==> src/rtl/core/tsrc_pkg.sv <==
// Shared types, constants and ones' complement helper for the TCP source port rewrite block.
`timescale 1ns / 1ps
`default_nettype none
package tsrc_pkg;

   // Configuration register indexes.
   localparam logic [1:0] CSR_MATCH_SRC_PORT  = 2'd0;
   localparam logic [1:0] CSR_NEW_SRC_PORT    = 2'd1;
   localparam logic [1:0] CSR_BYPASS_DST_PORT = 2'd2;

   localparam logic [15:0] MATCH_SRC_PORT_RESET  = 16'd9999;
   localparam logic [15:0] NEW_SRC_PORT_RESET    = 16'd123;
   localparam logic [15:0] BYPASS_DST_PORT_RESET = 16'd22;

   // Byte positions within the IPv4 header.
   localparam logic [15:0] BYTE_IHL      = 16'd0;
   localparam logic [15:0] BYTE_TLEN_HI  = 16'd2;
   localparam logic [15:0] BYTE_TLEN_LO  = 16'd3;
   localparam logic [15:0] BYTE_PROTOCOL = 16'd9;
   localparam logic [15:0] BYTE_SRC_A_LO = 16'd13;
   localparam logic [15:0] BYTE_SRC_B_LO = 16'd15;
   localparam logic [15:0] BYTE_DST_A_LO = 16'd17;
   localparam logic [15:0] BYTE_DST_B_LO = 16'd19;

   // Offsets within the TCP segment.
   localparam logic [15:0] SEG_SRC_PORT_END = 16'd2;
   localparam logic [15:0] SEG_DST_PORT_END = 16'd4;
   localparam logic [15:0] SEG_CSUM_HI      = 16'd16;
   localparam logic [15:0] SEG_CSUM_LO      = 16'd17;

   localparam logic [7:0]  TCP_PROTO   = 8'd6;
   localparam logic [3:0]  MIN_IHL     = 4'd5;
   localparam logic [16:0] MIN_TCP_LEN = 17'd20;
   localparam logic [15:0] COUNT_MAX   = 16'hffff;

   typedef struct packed {
      logic [15:0] match_src_port;
      logic [15:0] new_src_port;
      logic [15:0] bypass_dst_port;
   } cfg_type;

   // Parser state as it stands after the final byte of a packet.
   typedef struct packed {
      logic [3:0]  header_words;
      logic [7:0]  protocol;
      logic [15:0] byte_count;
      logic [15:0] total_length;
      logic [15:0] seg_sport;
      logic [15:0] seg_dport;
      logic [15:0] seg_sum;
      logic [15:0] addr_sum;
      logic [7:0]  high_byte_hold;
   } snap_type;

   // Ones' complement add with end-around carry; never wraps a second time.
   function automatic logic [15:0] oc_add(input logic [15:0] a, input logic [15:0] b);
      logic [16:0] s;
      s = {1'b0, a} + {1'b0, b};
      return s[15:0] + {15'd0, s[16]};
   endfunction

endpackage
`default_nettype wire

==> src/rtl/core/tsrc_parse.sv <==
// Byte parser: header field capture and running segment sum, one byte per cycle while byte_valid is high.
`timescale 1ns / 1ps
`default_nettype none
module tsrc_parse (
   input  wire logic              clock,
   input  wire logic              reset,
   input  wire logic              byte_valid,
   input  wire logic [7:0]        byte_data,
   input  wire logic              byte_last,
   output tsrc_pkg::snap_type     snap
);

   logic [15:0] count_ff, count_in;
   logic [3:0]  hw_ff, hw_in;
   logic [7:0]  proto_ff, proto_in;
   logic [15:0] tlen_ff, tlen_in;
   logic [15:0] src_ff, src_in;
   logic [15:0] dst_ff, dst_in;
   logic [15:0] seg_sum_ff, seg_sum_in;
   logic [15:0] addr_sum_ff, addr_sum_in;
   logic [7:0]  hold_ff, hold_in;
   logic [7:0]  prev_ff;
   logic [15:0] start;
   logic [15:0] off;
   logic        in_seg;

   always_comb begin
      hw_in       = hw_ff;
      tlen_in     = tlen_ff;
      proto_in    = proto_ff;
      addr_sum_in = addr_sum_ff;
      src_in      = src_ff;
      dst_in      = dst_ff;
      seg_sum_in  = seg_sum_ff;
      hold_in     = hold_ff;

      case (count_ff)
         tsrc_pkg::BYTE_IHL:      hw_in = byte_data[3:0];
         tsrc_pkg::BYTE_TLEN_HI:  tlen_in = {byte_data, tlen_ff[7:0]};
         tsrc_pkg::BYTE_TLEN_LO:  tlen_in = {tlen_ff[15:8], byte_data};
         tsrc_pkg::BYTE_PROTOCOL: proto_in = byte_data;
         default: ;
      endcase

      // Address words are summed as soon as their low byte arrives.
      if (count_ff inside {tsrc_pkg::BYTE_SRC_A_LO, tsrc_pkg::BYTE_SRC_B_LO,
                           tsrc_pkg::BYTE_DST_A_LO, tsrc_pkg::BYTE_DST_B_LO}) begin
         addr_sum_in = tsrc_pkg::oc_add(addr_sum_ff, {prev_ff, byte_data});
      end

      start  = {10'd0, hw_in, 2'b00};
      off    = count_ff - start;
      in_seg = (hw_in >= tsrc_pkg::MIN_IHL) && (count_ff >= start) && (count_ff < tlen_in);

      if (in_seg) begin
         if (off < tsrc_pkg::SEG_SRC_PORT_END) begin
            src_in = {src_ff[7:0], byte_data};
         end else begin
            if (off < tsrc_pkg::SEG_DST_PORT_END) begin
               dst_in = {dst_ff[7:0], byte_data};
            end
            // The checksum field itself counts as zero.
            if (off != tsrc_pkg::SEG_CSUM_HI && off != tsrc_pkg::SEG_CSUM_LO) begin
               if (!off[0]) begin
                  hold_in = byte_data;
               end else begin
                  seg_sum_in = tsrc_pkg::oc_add(seg_sum_ff, {hold_ff, byte_data});
               end
            end
         end
      end

      count_in = (count_ff != tsrc_pkg::COUNT_MAX) ? count_ff + 16'd1 : count_ff;

      snap.header_words   = hw_in;
      snap.protocol       = proto_in;
      snap.byte_count     = count_in;
      snap.total_length   = tlen_in;
      snap.seg_sport      = src_in;
      snap.seg_dport      = dst_in;
      snap.seg_sum        = seg_sum_in;
      snap.addr_sum       = addr_sum_in;
      snap.high_byte_hold = hold_in;
   end

   always_ff @(posedge clock) begin
      if (reset || (byte_valid && byte_last)) begin
         count_ff    <= '0;
         hw_ff       <= '0;
         proto_ff    <= '0;
         tlen_ff     <= '0;
         src_ff      <= '0;
         dst_ff      <= '0;
         seg_sum_ff  <= '0;
         addr_sum_ff <= '0;
         hold_ff     <= '0;
         prev_ff     <= '0;
      end else if (byte_valid) begin
         count_ff    <= count_in;
         hw_ff       <= hw_in;
         proto_ff    <= proto_in;
         tlen_ff     <= tlen_in;
         src_ff      <= src_in;
         dst_ff      <= dst_in;
         seg_sum_ff  <= seg_sum_in;
         addr_sum_ff <= addr_sum_in;
         hold_ff     <= hold_in;
         prev_ff     <= byte_data;
      end
   end

endmodule
`default_nettype wire

==> src/rtl/core/tsrc_finish.sv <==
// End-of-packet decision and checksum completion, two stages and a result register.
`timescale 1ns / 1ps
`default_nettype none
module tsrc_finish (
   input  wire logic               clock,
   input  wire logic               reset,
   input  wire tsrc_pkg::cfg_type  cfg,
   input  wire logic               snap_load,
   input  wire tsrc_pkg::snap_type snap,
   output logic                    snap_ready,
   output logic                    rsp_valid,
   input  wire logic               rsp_ready,
   output logic                    rsp_action,
   output logic [15:0]             rsp_checksum
);

   tsrc_pkg::snap_type snap_ff;
   logic        snap_valid_ff;
   logic        mid_valid_ff;
   logic        mid_ok_ff, mid_ok_in;
   logic [15:0] mid_a_ff, mid_a_in;
   logic [15:0] mid_b_ff, mid_b_in;
   logic [15:0] mid_c_ff, mid_c_in;
   logic        rsp_valid_ff;
   logic        rsp_action_ff;
   logic [15:0] rsp_checksum_ff, rsp_checksum_in;

   logic        rsp_free, mid_move, mid_free, snap_move;
   logic [15:0] seg_start;
   logic [15:0] tcp_len;
   logic [15:0] pad;
   logic [15:0] sum_ab;

   assign rsp_free   = !rsp_valid_ff || rsp_ready;
   assign mid_move   = mid_valid_ff && rsp_free;
   assign mid_free   = !mid_valid_ff || mid_move;
   assign snap_move  = snap_valid_ff && mid_free;
   assign snap_ready = !snap_valid_ff || snap_move;

   always_comb begin
      seg_start = {10'd0, snap_ff.header_words, 2'b00};
      tcp_len   = snap_ff.total_length - seg_start;
      // An odd segment ends with a lone high byte padded by a zero.
      pad       = tcp_len[0] ? {snap_ff.high_byte_hold, 8'h00} : 16'h0000;
      mid_ok_in = (snap_ff.header_words >= tsrc_pkg::MIN_IHL)
               && (snap_ff.protocol == tsrc_pkg::TCP_PROTO)
               && (snap_ff.byte_count >= snap_ff.total_length)
               && ({1'b0, snap_ff.total_length} >= ({1'b0, seg_start} + tsrc_pkg::MIN_TCP_LEN))
               && (snap_ff.seg_dport != cfg.bypass_dst_port)
               && (snap_ff.seg_sport == cfg.match_src_port);
      mid_a_in  = tsrc_pkg::oc_add(snap_ff.seg_sum, snap_ff.addr_sum);
      mid_b_in  = tsrc_pkg::oc_add(pad, cfg.new_src_port);
      mid_c_in  = tcp_len + {8'd0, tsrc_pkg::TCP_PROTO};
   end

   always_comb begin
      sum_ab          = tsrc_pkg::oc_add(mid_a_ff, mid_b_ff);
      rsp_checksum_in = mid_ok_ff ? ~tsrc_pkg::oc_add(sum_ab, mid_c_ff) : 16'h0000;
   end

   always_ff @(posedge clock) begin
      if (reset) begin
         snap_valid_ff <= 1'b0;
         mid_valid_ff  <= 1'b0;
         rsp_valid_ff  <= 1'b0;
      end else begin
         snap_valid_ff <= snap_load || (snap_valid_ff && !snap_move);
         mid_valid_ff  <= snap_move || (mid_valid_ff && !mid_move);
         rsp_valid_ff  <= mid_move || (rsp_valid_ff && !rsp_ready);
      end
   end

   always_ff @(posedge clock) begin
      if (snap_load) begin
         snap_ff <= snap;
      end
      if (snap_move) begin
         mid_ok_ff <= mid_ok_in;
         mid_a_ff  <= mid_a_in;
         mid_b_ff  <= mid_b_in;
         mid_c_ff  <= mid_c_in;
      end
      if (mid_move) begin
         rsp_action_ff   <= mid_ok_ff;
         rsp_checksum_ff <= rsp_checksum_in;
      end
   end

   assign rsp_valid    = rsp_valid_ff;
   assign rsp_action   = rsp_action_ff;
   assign rsp_checksum = rsp_checksum_ff;

endmodule
`default_nettype wire

==> src/rtl/core/tcp_source_port_rewrite_checksum_core.sv <==
// Top level of the TCP source port rewrite checksum block.
//
// An IPv4 packet enters on the req_ channel one byte per item, req_tlast on
// its final byte. For each packet one item leaves on the rsp_ channel:
// rsp_tuser says whether the source port is to be rewritten and rsp_tdata
// carries the new TCP checksum (zero when the packet passes unchanged).
// Registers are written through the csr_ channel, which is always ready.
// Bytes are taken one per cycle while no final byte waits; each address
// and segment byte adds into a 16-bit ones' complement sum in the parser.
// A result passes the snapshot, middle and result registers in turn.
// While the receiver stalls, non-final bytes keep flowing and up to three
// finished results wait in the completion stages; a further final byte
// waits at the input register until a stage frees up.
// Reset clears the packet state and the pipeline and loads the register
// defaults: match port 9999, new port 123, bypass port 22.
`timescale 1ns / 1ps
`default_nettype none
module tcp_source_port_rewrite_checksum_core (
   input  wire logic        clock,
   input  wire logic        reset,
   input  wire logic        req_tvalid,
   output logic             req_tready,
   input  wire logic [7:0]  req_tdata,   // [7:0] data_byte
   input  wire logic        req_tlast,
   output logic             rsp_tvalid,
   input  wire logic        rsp_tready,
   output logic [15:0]      rsp_tdata,   // [15:0] new_checksum
   output logic             rsp_tuser,   // [0] action
   input  wire logic        csr_valid,
   output logic             csr_ready,
   input  wire logic [1:0]  csr_index,
   input  wire logic [15:0] csr_data
);

   tsrc_pkg::cfg_type  cfg_ff;
   tsrc_pkg::snap_type snap;
   logic       in_valid_ff;
   logic [7:0] in_data_ff;
   logic       in_last_ff;
   logic       in_move;
   logic       snap_ready;

   assign csr_ready = 1'b1;

   always_ff @(posedge clock) begin
      if (reset) begin
         cfg_ff.match_src_port  <= tsrc_pkg::MATCH_SRC_PORT_RESET;
         cfg_ff.new_src_port    <= tsrc_pkg::NEW_SRC_PORT_RESET;
         cfg_ff.bypass_dst_port <= tsrc_pkg::BYPASS_DST_PORT_RESET;
      end else if (csr_valid) begin
         case (csr_index)
            tsrc_pkg::CSR_MATCH_SRC_PORT:  cfg_ff.match_src_port  <= csr_data;
            tsrc_pkg::CSR_NEW_SRC_PORT:    cfg_ff.new_src_port    <= csr_data;
            tsrc_pkg::CSR_BYPASS_DST_PORT: cfg_ff.bypass_dst_port <= csr_data;
            default: ;
         endcase
      end
   end

   // Non-final bytes never wait; a final byte needs a free completion slot.
   assign in_move    = in_valid_ff && (!in_last_ff || snap_ready);
   assign req_tready = !in_valid_ff || in_move;

   always_ff @(posedge clock) begin
      if (reset) begin
         in_valid_ff <= 1'b0;
      end else begin
         in_valid_ff <= (req_tvalid && req_tready) || (in_valid_ff && !in_move);
      end
   end

   always_ff @(posedge clock) begin
      if (req_tvalid && req_tready) begin
         in_data_ff <= req_tdata;
         in_last_ff <= req_tlast;
      end
   end

   tsrc_parse u_parse (
      .clock      (clock),
      .reset      (reset),
      .byte_valid (in_move),
      .byte_data  (in_data_ff),
      .byte_last  (in_last_ff),
      .snap       (snap)
   );

   tsrc_finish u_finish (
      .clock        (clock),
      .reset        (reset),
      .cfg          (cfg_ff),
      .snap_load    (in_move && in_last_ff),
      .snap         (snap),
      .snap_ready   (snap_ready),
      .rsp_valid    (rsp_tvalid),
      .rsp_ready    (rsp_tready),
      .rsp_action   (rsp_tuser),
      .rsp_checksum (rsp_tdata)
   );

`ifndef NO_ASSERTIONS
   a_pass_has_zero_checksum: assert property (@(posedge clock) disable iff (reset)
      rsp_tvalid && !rsp_tuser |-> rsp_tdata == 16'h0000)
      else $error("passed packet carries a non-zero checksum");

   a_body_bytes_never_wait: assert property (@(posedge clock) disable iff (reset)
      in_valid_ff && !in_last_ff |-> in_move)
      else $error("non-final byte held at the input register");

   a_no_result_after_reset: assert property (@(posedge clock)
      reset |=> !rsp_tvalid)
      else $error("result valid straight after reset");

   a_body_byte_no_result: assert property (@(posedge clock) disable iff (reset)
      !rsp_tvalid && !(in_move && in_last_ff) && !snap_ready |=> snap_ready || !rsp_tvalid)
      else $error("completion stages advanced without a result");
`endif

endmodule
`default_nettype wire
==> config.mk <==
export PLATFORM = sky130hd
export DESIGN_NAME = tcp_source_port_rewrite_checksum_core
export DESIGN_NICKNAME = d
export VERILOG_FILES = /design/src/rtl/core/tsrc_pkg.sv /design/src/rtl/core/tsrc_parse.sv /design/src/rtl/core/tsrc_finish.sv /design/src/rtl/core/tcp_source_port_rewrite_checksum_core.sv
export SDC_FILE = /design/constraint.sdc
export NUM_CORES = 1
export LEC_CHECK = 0
export BUFFER_PORTS_ARGS = -buffer_cell sky130_fd_sc_hd__buf_2
export CORE_MARGIN = 8
export CORE_UTILIZATION = 35
export DETAILED_ROUTE_END_ITERATION = 6
export GPL_TIMING_DRIVEN = 0
export PLACE_DENSITY = 0.58
export SLEW_MARGIN = 15
export SYNTH_ARGS = -nofsm -noshare
export SYNTH_HDL_FRONTEND = slang
export SYNTH_SLANG_ARGS = --single-unit
==> constraint.sdc <==
create_clock -name clock -period 7.6 [get_ports clock]
set_input_delay 2.28 -clock clock [delete_from_list [all_inputs] [get_ports clock]]
set_output_delay 2.28 -clock clock [all_outputs]
set_load 0.01 [all_outputs]
==> results of run 1 <==
[logic make-up (layout without fill, tap and decap cells)]
group / Yosys count / in the layout / share of synthesized area, %
and+or+nand+nor: 780 / 780 / 17.6
AOI/OAI and AO/OA: 418 / 418 / 12.5
DFF: 367 / 367 / 43.3
xor gates and xnor gates: 208 / 208 / 8.59
adders and majority gates: 161 / 161 / 9.70
buffers and inverters: 161 / 296 / 3.15
muxes: 102 / 102 / 5.19
other: 1 / 1 / 0.0175
[cell usage after synthesis, drive strengths merged, types with 4 or more instances]
cell type / count
o21bai: 6
a21o: 31
nor2: 192
mux2: 70
o211ai: 12
a211o: 7
o2111ai: 4
inv: 74
nand2: 277
nor3: 58
a31oi: 7
o221ai: 6
mux2i: 32
nand2b: 25
and3: 17
o21ai: 65
nor3b: 10
o22ai: 5
or3: 12
fa: 8
a211oi: 40
edfxtp: 191
a2111oi: 4
xor2: 64
ha: 153
and4: 5
or2: 10
a21boi: 5
nand3: 40
buf: 22
nor2b: 17
or4: 10
o21a: 25
xnor2: 143
a22oi: 16
nor4: 13
clkbuf: 64
and2: 29
nand3b: 23
dfxtp: 176
a21oi: 154
nand4: 31
[worst min-delay path: stages (launching register included)]
cell and delay (ns):
dfxtp_1 0.31, nand2_1 0.05, a21oi_1 0.05
[through the flow]
| stage | TNS [ns] | cell area [um2] | utilization, % |
|---|---|---|---|
| floorplan | 0 | 21400 | - |
| global placement | -121.68 | 22600 | 37.4 |
| detailed placement | -2.47 | 22700 | 37.6 |
| CTS | 0 | 24200 | 40.1 |
| global route | -0.0902 | 24300 | 40.3 |
| finish | 0 | 24300 | 40.3 |
[final cells by class]
cell class / instances / area [um2] / area share, %
multi-input cells: 1670 / 11600 / 47.6
flip-flops and latches: 367 / 9260 / 38.1
inverters: 75 / 282 / 1.16
clock buffers: 56 / 1160 / 4.79
clock inverters: 20 / 280 / 1.15
repair buffers: 63 / 410 / 1.69
well taps: 782 / 978 / 4.02
plain buffers: 82 / 377 / 1.55
[path summary, 6_finish.rpt]
path	endpoint	slack [ns]	cells after the start
worst max register to register	u_finish.rsp_checksum[15]	0.47	34
worst min register to register	u_parse.src_ff[8]	0.45	2
worst min-delay path	u_parse.src_ff[8]	0.45	2
worst max-delay path	u_finish.rsp_checksum[15]	0.47	34
[report_power, final]
part           total, mW  internal (mW)  switching (mW)  leakage, nW
sequential          2.19           2.14          0.0462         3.26
clock               2.12           1.26           0.858        0.704
combinational      0.607          0.230           0.377         5.44
[per-layer routing]
layer / track usage (%) / vias up / share of wire, %
li1: - / 8091 / -
met1: 20.0 / 7737 / 44
met2: 26.8 / 379 / 48
met3: 2.57 / 100 / 4.8
met4: 6.02 / 0 / 3.5
met5: 0 / - / 0
[cells in the final DEF (no fill, tap or decap), types with 7 or more instances in the layout]
cell type / netlist / final
mux2_2: 70 / 70
xnor2_1: 143 / 143
nor4_1: 13 / 12
nor2_1: 190 / 190
nand2b_1: 25 / 24
o21a_1: 25 / 25
o211ai_1: 12 / 12
nand4_1: 30 / 30
nand3_1: 38 / 37
buf_4: 2 / 12
and2_1: 28 / 28
nor3b_1: 10 / 10
nor3_1: 58 / 54
fa_1: 8 / 8
inv_1: 74 / 74
a22oi_1: 16 / 16
ha_1: 153 / 152
and3_1: 16 / 15
edfxtp_1: 191 / 191
clkbuf_1: 64 / 68
dfxtp_1: 176 / 176
clkbuf_16: 0 / 42
or3_1: 12 / 11
nand3b_1: 23 / 23
buf_2: 11 / 60
mux2i_1: 32 / 32
nor2b_1: 17 / 13
a211o_1: 7 / 7
a211oi_1: 40 / 40
o21ai_0: 63 / 63
a21oi_1: 154 / 153
or2_2: 9 / 9
xor2_1: 64 / 64
nand2_1: 276 / 276
a21o_1: 31 / 31
[what timing repair did]
action / 4_1_cts / 5_1_grt
pin swaps: 0 / 12
setup endpoints to repair: 7 / 9
resized for setup: 8 / 12
buffers inserted: 1 / 9
==> results.py, run 1 <==
metrics = {
    "worst_setup_path": {
        "crit_path_max_fanout": 6,
        "reg2reg_from": "u_finish.mid_a_ff[0]",
        "slowest_stage": "or4_4",
        "crit_path_end_kind": "flop",
        "critPathBufInv": 1,
        "required_ns": 7.93,
        "startpoint": "u_finish.mid_a_ff[0]",
        "cp_top_family": "simple AND/OR/NAND/NOR gates",
        "path_class": "flop to flop",
        "critPathArrivalTime_ns": 7.46,
        "max_stage_delay_ns": 0.63,
        "worstSetupStartpointType": "flop",
    },
    "die": {
        "die_width_um": 263,
        "core_area_um2": 60400,
        "die_y_um": 263,
        "dieArea_um2": 69200,
        "start_util_pct": 35.4,
        "ios": 52,
        "rows": 90,
    },
    "place": {
        "pre_cts_ws_ns": -0.708,
        "dp_cells": 3033,
        "place_hpwl_mm": 43.3,
        "port-buffer-count": 49,
        "place.gp.congestion": 0.885,
    },
    "sta": {
        "drv_slew": 0,
        "max_slew_margin_pct": 19.5,
        "layout_setup_ws_ns": 0.471,
        "worst_pin_slew_ns": 1.21,
        "setup_violations": 0,
        "hold_viol_final": 0,
        "hold_slack_ns": 0.451,
        "min_period_over_period_pct": 93.8,
        "period_needed_ns": 7.13,
        "clock.fmax_mhz": 140,
        "clock_skew_ns": 0.0190,
    },
    "power_and_ir_drop": {
        "p_per_area_nw_per_um2": 202,
        "peakVddDrop_v": 0.000130,
        "p_leak_nw": 9.40,
        "finalPower_mw": 4.92,
    },
    "clock_tree": {
        "htreeDepth": 2,
        "clock_sinks": 367,
        "cts_tree": "yes",
        "cts-root-buf": "clkbuf_16",
        "holdBufCountCts": 0,
        "insertion_delay_ns": 0.58,
        "clk_pin_slew_ns": 0.06,
        "numCtsBuffers": 41,
        "cts_max_path_buffers": 3,
    },
    "finish": {
        "top_regs": "u_finish.snap_ff: 112 flops, cfg_ff: 48 flops",
        "largest_reg_flops": 112,
        "areaGrowthSynthToFinish_pct": 13.7,
        "layout.nets": 2493,
        "fill_cells": 5849,
        "antenna-diode-count": 0,
        "drive_gt1_share_pct": 11.0,
        "regMostFlops": "u_finish.snap_ff",
        "fin_cells": 3115,
    },
    "routing": {
        "remaining_drc_errors": 0,
        "ant_nets": 0,
        "drt_pass1_iterations": 5,
        "vias_per_cell": 5.23,
        "wl_per_cell_um": 18.2,
        "drtIter0Drc": 1067,
        "dr_total_vias": 16300,
        "routed_wl_mm": 56.6,
    },
    "grt": {
        "grt_max_degree": 58,
        "grt_pass1_vias": 15900,
        "grt_pass1_wl_mm": 88.1,
        "grt_usage_pct": 15.8,
        "overflow": 0,
        "grt_antenna_before_repair": 0,
    },
    "yosys": {
        "yosysUniqueCellTypes": 86,
        "yosys_warnings": 0,
        "synth_area_leaders": "edfxtp_1, dfxtp_1, ha_1",
        "async_reset_ff_share_pct": 0,
        "synth_fp_nets": 2391,
        "avgSynthCellArea_um2": 9.73,
        "yosysTopAreaCell": "edfxtp_1",
        "synth_top_area_share_pct": 26.8,
        "dominantRegCellSynth": "edfxtp_1",
        "ys_ff_latch": 367,
        "yosysSeqAreaShare_pct": 43.3,
        "netlist_instances": 2198,
        "synth_edf_count": 191,
        "syn_area_um2": 21400,
    },
    "hold_path": {
        "holdCritPathClass": "flop to flop",
        "worstHoldStart": "u_parse.src_ff[8]",
    },
    "outcome": {
        "outcome": "finished, final reports clean",
    },
    "job": {
        "drv_cap": 0,
    },
}
No activity file was read; power rests on OpenSTA's default activity.
==> inputs of run 2 (changes only) <==
--- a/config.mk
+++ b/config.mk
@@ -10,7 +10,7 @@
 export CORE_UTILIZATION = 35
 export DETAILED_ROUTE_END_ITERATION = 6
 export GPL_TIMING_DRIVEN = 0
-export PLACE_DENSITY = 0.58
+export PLACE_DENSITY = 0.5
 export SLEW_MARGIN = 15
 export SYNTH_ARGS = -nofsm -noshare
 export SYNTH_HDL_FRONTEND = slang
==> results.py, run 2 (synthesis gave the netlist of run 1 again) <==
metrics = {
    "grt": {
        "grt_pass1_vias": 15800,
        "grt_usage_pct": 16.6,
        "grt_max_degree": 52,
        "grtUsageMet2_pct": 27.5,
        "grt_use_met3_pct": 2.64,
        "top_usage_layer": "met2",
        "use_met1_pct": 21.6,
        "overflow": 0,
        "grt_pass1_wl_mm": 91.0,
        "grt_antenna_before_repair": 3,
    },
    "worst_setup_path": {
        "max_stage_delay_ns": 0.61,
        "slowest_stage": "or4_4",
        "crit_path_max_fanout": 8,
        "critPathArrivalTime_ns": 7.38,
        "crit_path_end_kind": "flop",
        "path_class": "flop to flop",
        "crit_top_cell": "ha_1",
        "critPathBufInv": 1,
        "worstSetupStartpointType": "flop",
        "cp_top_family": "simple AND/OR/NAND/NOR gates",
        "required_ns": 7.93,
    },
    "place": {
        "place_hpwl_mm": 45.0,
        "port-buffer-count": 49,
        "pre_cts_ws_ns": -0.754,
        "post_dp_cell_area_um2": 22700,
        "place.gp.congestion": 0.870,
    },
    "finish": {
        "final_common_cell": "nand2_1",
        "antenna-diode-count": 0,
        "largest_reg_flops": 112,
        "layout.nets": 2491,
        "top_regs": "u_finish.snap_ff: 112 flops, cfg_ff: 48 flops",
        "areaGrowthSynthToFinish_pct": 14.0,
        "final_cell_mix": "nand2_1, edfxtp_1, nor2_1",
        "regMostFlops": "u_finish.snap_ff",
        "design_area_um2": 24400,
        "drive_gt1_share_pct": 11.3,
    },
    "clock_tree": {
        "cts-root-buf": "clkbuf_16",
        "holdBufCountCts": 0,
        "clk_pin_slew_ns": 0.06,
        "numCtsBuffers": 43,
        "cts_max_path_buffers": 3,
        "cts_tree": "yes",
        "clock_sinks": 367,
        "insertion_delay_ns": 0.58,
        "htreeDepth": 2,
    },
    "routing": {
        "dr_total_vias": 16200,
        "drt_pass1_iterations": 7,
        "ant_nets": 0,
        "drtIter0Drc": 1059,
        "remaining_drc_errors": 0,
        "wl_per_cell_um": 19.1,
        "vias_per_cell": 5.21,
        "routed_wl_mm": 59.6,
    },
    "die": {
        "dieArea_um2": 69200,
        "start_util_pct": 35.4,
        "die_y_um": 263,
        "die_width_um": 263,
        "core_area_um2": 60400,
        "rows": 90,
        "ios": 52,
    },
    "sta": {
        "setup_violations": 0,
        "drv_slew": 0,
        "clock_skew_ns": 0.0339,
        "period_needed_ns": 7.05,
        "layout_setup_ws_ns": 0.552,
        "min_period_over_period_pct": 92.7,
        "clock.fmax_mhz": 142,
        "max_slew_margin_pct": 17.7,
        "hold_viol_final": 0,
        "worst_pin_slew_ns": 1.24,
        "setup_tns_ns": 0,
        "hold_slack_ns": 0.450,
    },
    "power_and_ir_drop": {
        "p_sw_mw": 1.31,
        "finalPower_mw": 5.03,
        "p_leak_nw": 9.40,
        "comb_power_share_pct": 12.3,
        "p_int_mw": 3.72,
        "p_sw_share_pct": 26.1,
        "p_clk_share_pct": 44.1,
        "seq_power_share_pct": 43.6,
        "peakVddDrop_v": 0.000183,
        "p_per_area_nw_per_um2": 206,
    },
    "job": {
        "drv_cap": 0,
    },
    "hold_path": {
        "holdCritPathClass": "flop to flop",
    },
    "outcome": {
        "outcome": "finished, final reports clean",
    },
}
-- run 2: cell types whose count changed in the layout (fill, tap and decap cells not counted), moves of 3 or more --
cell,change
clkbuf_16,+3
clkbuf_1,-4
nor3_2,+3
clkinvlp_4,+4
buf_4,-4
clkbuf_8,-4
inv_16,-3
clkinv_1,+3
-- run 2: repair_timing --
item                                    4_1_cts  5_1_grt
buffers inserted                              1        5
pin swaps                                     0        9
resized for setup                             9       15
hold endpoints to repair                      0        0
endpoints found under the setup margin        7        9
-- run 2: final timing paths --
kind / depth (start not counted) / slack, ns / from / endpoint
worst min register to register: 2 / 0.45 / u_parse.src_ff[10] / u_parse.src_ff[10]
worst max-delay path: 33 / 0.55 / u_finish.mid_a_ff[0] / u_finish.rsp_checksum[15]
worst min-delay path: 2 / 0.45 / u_parse.src_ff[10] / u_parse.src_ff[10]
worst max register to register: 33 / 0.55 / u_finish.mid_a_ff[0] / u_finish.rsp_checksum[15]
-- run 2: worst min-delay path, cell delays in order (launching register included) --
cell	delay [ns]
dfxtp_1	0.31
nand2_1	0.05
a21oi_1	0.05
-- run 2: cell type report --
cell class	count	area, um2
sequential	367	9260
tap	782	978
buffer	82	377
timing repair buffer	59	373
multi-input combinational	1670	11600
fill	5907	36000
inverter	75	282
clock inverter	29	345
clock buffer	51	1170
-- run 2: metrics by stage --
step	utilization, %	cells
3_3_place_gp	37.4	3029
5_1_grt	40.4	3115
4_1_cts	40.2	3114
3_5_place_dp	37.6	3033
6_report	40.4	3115
2_1_floorplan	-	2198
-- run 2: routing by layer --
| metal | wire (um) | vias up |
|---|---|---|
| li1 | - | 8079 |
| met2 | 27200 | 344 |
| met1 | 27500 | 7698 |
| met4 | 2220 | 0 |
| met5 | 0 | - |
| met3 | 2670 | 121 |
-- run 2: power by group through the flow --
stage / logic [mW] / clock network (mW) / registers (mW)
6_report: 0.618 / 2.22 / 2.19
5_1_grt: 0.681 / 2.35 / 2.20
4_1_cts: 0.612 / 2.27 / 2.19
3_5_place_dp: 0.606 / 0 / 2.23
3_3_place_gp: 0.593 / 0 / 2.24
2_1_floorplan: 0.428 / 0 / 2.22
==> inputs of run 3 (changes only) <==
--- a/config.mk
+++ b/config.mk
@@ -6,7 +6,6 @@
 export NUM_CORES = 1
 export LEC_CHECK = 0
 export BUFFER_PORTS_ARGS = -buffer_cell sky130_fd_sc_hd__buf_2
-export CORE_MARGIN = 8
 export CORE_UTILIZATION = 35
 export DETAILED_ROUTE_END_ITERATION = 6
 export GPL_TIMING_DRIVEN = 0
==> results.py, run 3 (synthesis gave the netlist of run 1 again) <==
metrics = {
    "outcome": {
        "outcome": "finished, final reports clean",
    },
    "power_and_ir_drop": {
        "p_int_mw": 3.77,
        "p_sw_share_pct": 25.9,
        "p_clk_share_pct": 44.8,
        "peakVddDrop_v": 0.000152,
        "seq_power_share_pct": 43.1,
        "p_sw_mw": 1.32,
        "comb_power_share_pct": 12.0,
        "p_leak_nw": 9.47,
        "p_per_area_nw_per_um2": 208,
    },
    "clock_tree": {
        "numCtsBuffers": 44,
        "cts_tree": "yes",
        "cts_max_path_buffers": 3,
        "cts-root-buf": "clkbuf_16",
        "insertion_delay_ns": 0.59,
        "htreeDepth": 2,
        "holdBufCountCts": 0,
        "clock_sinks": 367,
        "clk_pin_slew_ns": 0.06,
    },
    "grt": {
        "grt_max_degree": 61,
        "grt_usage_pct": 18.6,
        "grt_pass1_vias": 15400,
        "grt_pass1_wl_mm": 89.4,
        "overflow": 0,
        "grt_antenna_before_repair": 0,
    },
    "finish": {
        "areaGrowthSynthToFinish_pct": 14.4,
        "top_regs": "u_finish.snap_ff: 112 flops, cfg_ff: 48 flops",
        "final_cell_mix": "nand2_1, edfxtp_1, nor2_1",
        "fill_cells": 5915,
        "drive_gt1_share_pct": 11.5,
        "regMostFlops": "u_finish.snap_ff",
        "layout.nets": 2498,
        "final_common_cell": "nand2_1",
        "fin_cells": 3124,
        "largest_reg_flops": 112,
    },
    "place": {
        "place.gp.congestion": 0.875,
        "pre_cts_ws_ns": -0.832,
        "place_hpwl_mm": 44.5,
        "dp_cells": 3034,
        "port-buffer-count": 49,
    },
    "routing": {
        "wl_per_cell_um": 18.6,
        "routed_wl_mm": 58.2,
        "drt_pass1_iterations": 5,
        "vias_per_cell": 5.18,
        "dr_total_vias": 16200,
        "ant_nets": 0,
        "remaining_drc_errors": 0,
        "drtIter0Drc": 890,
    },
    "worst_setup_path": {
        "worstSetupStartpointType": "flop",
        "crit_path_end_kind": "flop",
        "critPathArrivalTime_ns": 7.49,
        "crit_path_max_fanout": 8,
        "slowest_stage": "or4_4",
        "required_ns": 7.95,
        "path_class": "flop to flop",
        "crit_top_cell": "ha_1",
        "max_stage_delay_ns": 0.53,
    },
    "sta": {
        "drv_slew": 0,
        "layout_setup_ws_ns": 0.456,
        "worst_pin_slew_ns": 1.14,
        "setup_violations": 0,
        "min_period_over_period_pct": 94.0,
        "clock.fmax_mhz": 140,
        "max_slew_margin_pct": 23.2,
        "hold_viol_final": 0,
        "hold_slack_ns": 0.452,
        "period_needed_ns": 7.14,
        "clock_skew_ns": 0.0472,
    },
    "die": {
        "ios": 52,
        "die_y_um": 249,
        "core_area_um2": 60400,
        "die_width_um": 249,
        "start_util_pct": 35.4,
        "dieArea_um2": 62100,
        "rows": 90,
    },
    "job": {
        "drv_cap": 0,
    },
    "hold_path": {
        "holdCritPathClass": "flop to flop",
    },
}
-- run 3: layout make-up --
type	count	area (um2)	share of cell area, %
Multi-Input combinational cell	1670	11600	47.3
Sequential cell	367	9260	37.9
Clock buffer	53	1180	4.81
Tap cell	782	978	4.00
Timing Repair Buffer	65	418	1.71
Clock inverter	29	405	1.66
Buffer	82	377	1.54
Inverter	75	282	1.15
Antenna cell	1	2.50	0.0102
-- run 3: power groups by stage --
stage / clock network (mW) / logic (mW) / registers, mW
final: 2.28 / 0.612 / 2.19
after global routing: 2.40 / 0.677 / 2.20
after CTS: 2.33 / 0.604 / 2.19
after detailed placement: 0 / 0.597 / 2.24
after global placement: 0 / 0.584 / 2.24
after floorplan: 0 / 0.428 / 2.22
-- run 3: final timing paths --
kind                                           start                        end  slack (ns)  depth (start not counted)
worst max-delay path            u_finish.mid_a_ff[0]  u_finish.rsp_checksum[15]        0.46                         34
worst min-delay path              u_parse.src_ff[12]         u_parse.src_ff[12]        0.45                          2
worst max register to register  u_finish.mid_a_ff[0]  u_finish.rsp_checksum[15]        0.46                         34
worst min register to register    u_parse.src_ff[12]         u_parse.src_ff[12]        0.45                          2
-- run 3: timing repair --
action                                  4_1_cts  5_1_grt
pin swaps                                     1       10
resized for setup                            12        7
buffers inserted                              0       11
endpoints found under the setup margin        7        6
-- run 3: per-layer routing --
metal  track usage, %  share of wire [%]
met1             25.7                 48
met2             30.1                 45
met3             2.76                4.1
met4             5.10                2.6
met5                0                  0
-- run 3: critical path: cells and delay by family, from the launching register on --
kind | cells | cell delay [ns]
xor gates and xnor gates | 2 | 0.19
DFF | 1 | 0.37
adders and majority gates | 5 | 1.33
buffers and inverters | 1 | 0.07
AOI/OAI and AO/OA | 9 | 1.57
and+or+nand+nor | 17 | 3.37
-- run 3: metrics by stage --
step,util [%],instance area (um2),TNS (ns),total power [mW]
after floorplan,-,21400,0,2.64
after global placement,37.4,22600,-159.53,2.82
after detailed placement,37.6,22700,-3.31,2.83
after CTS,40.3,24400,0,5.13
after global routing,40.5,24400,-0.0243,5.28
final,40.5,24500,0,5.08
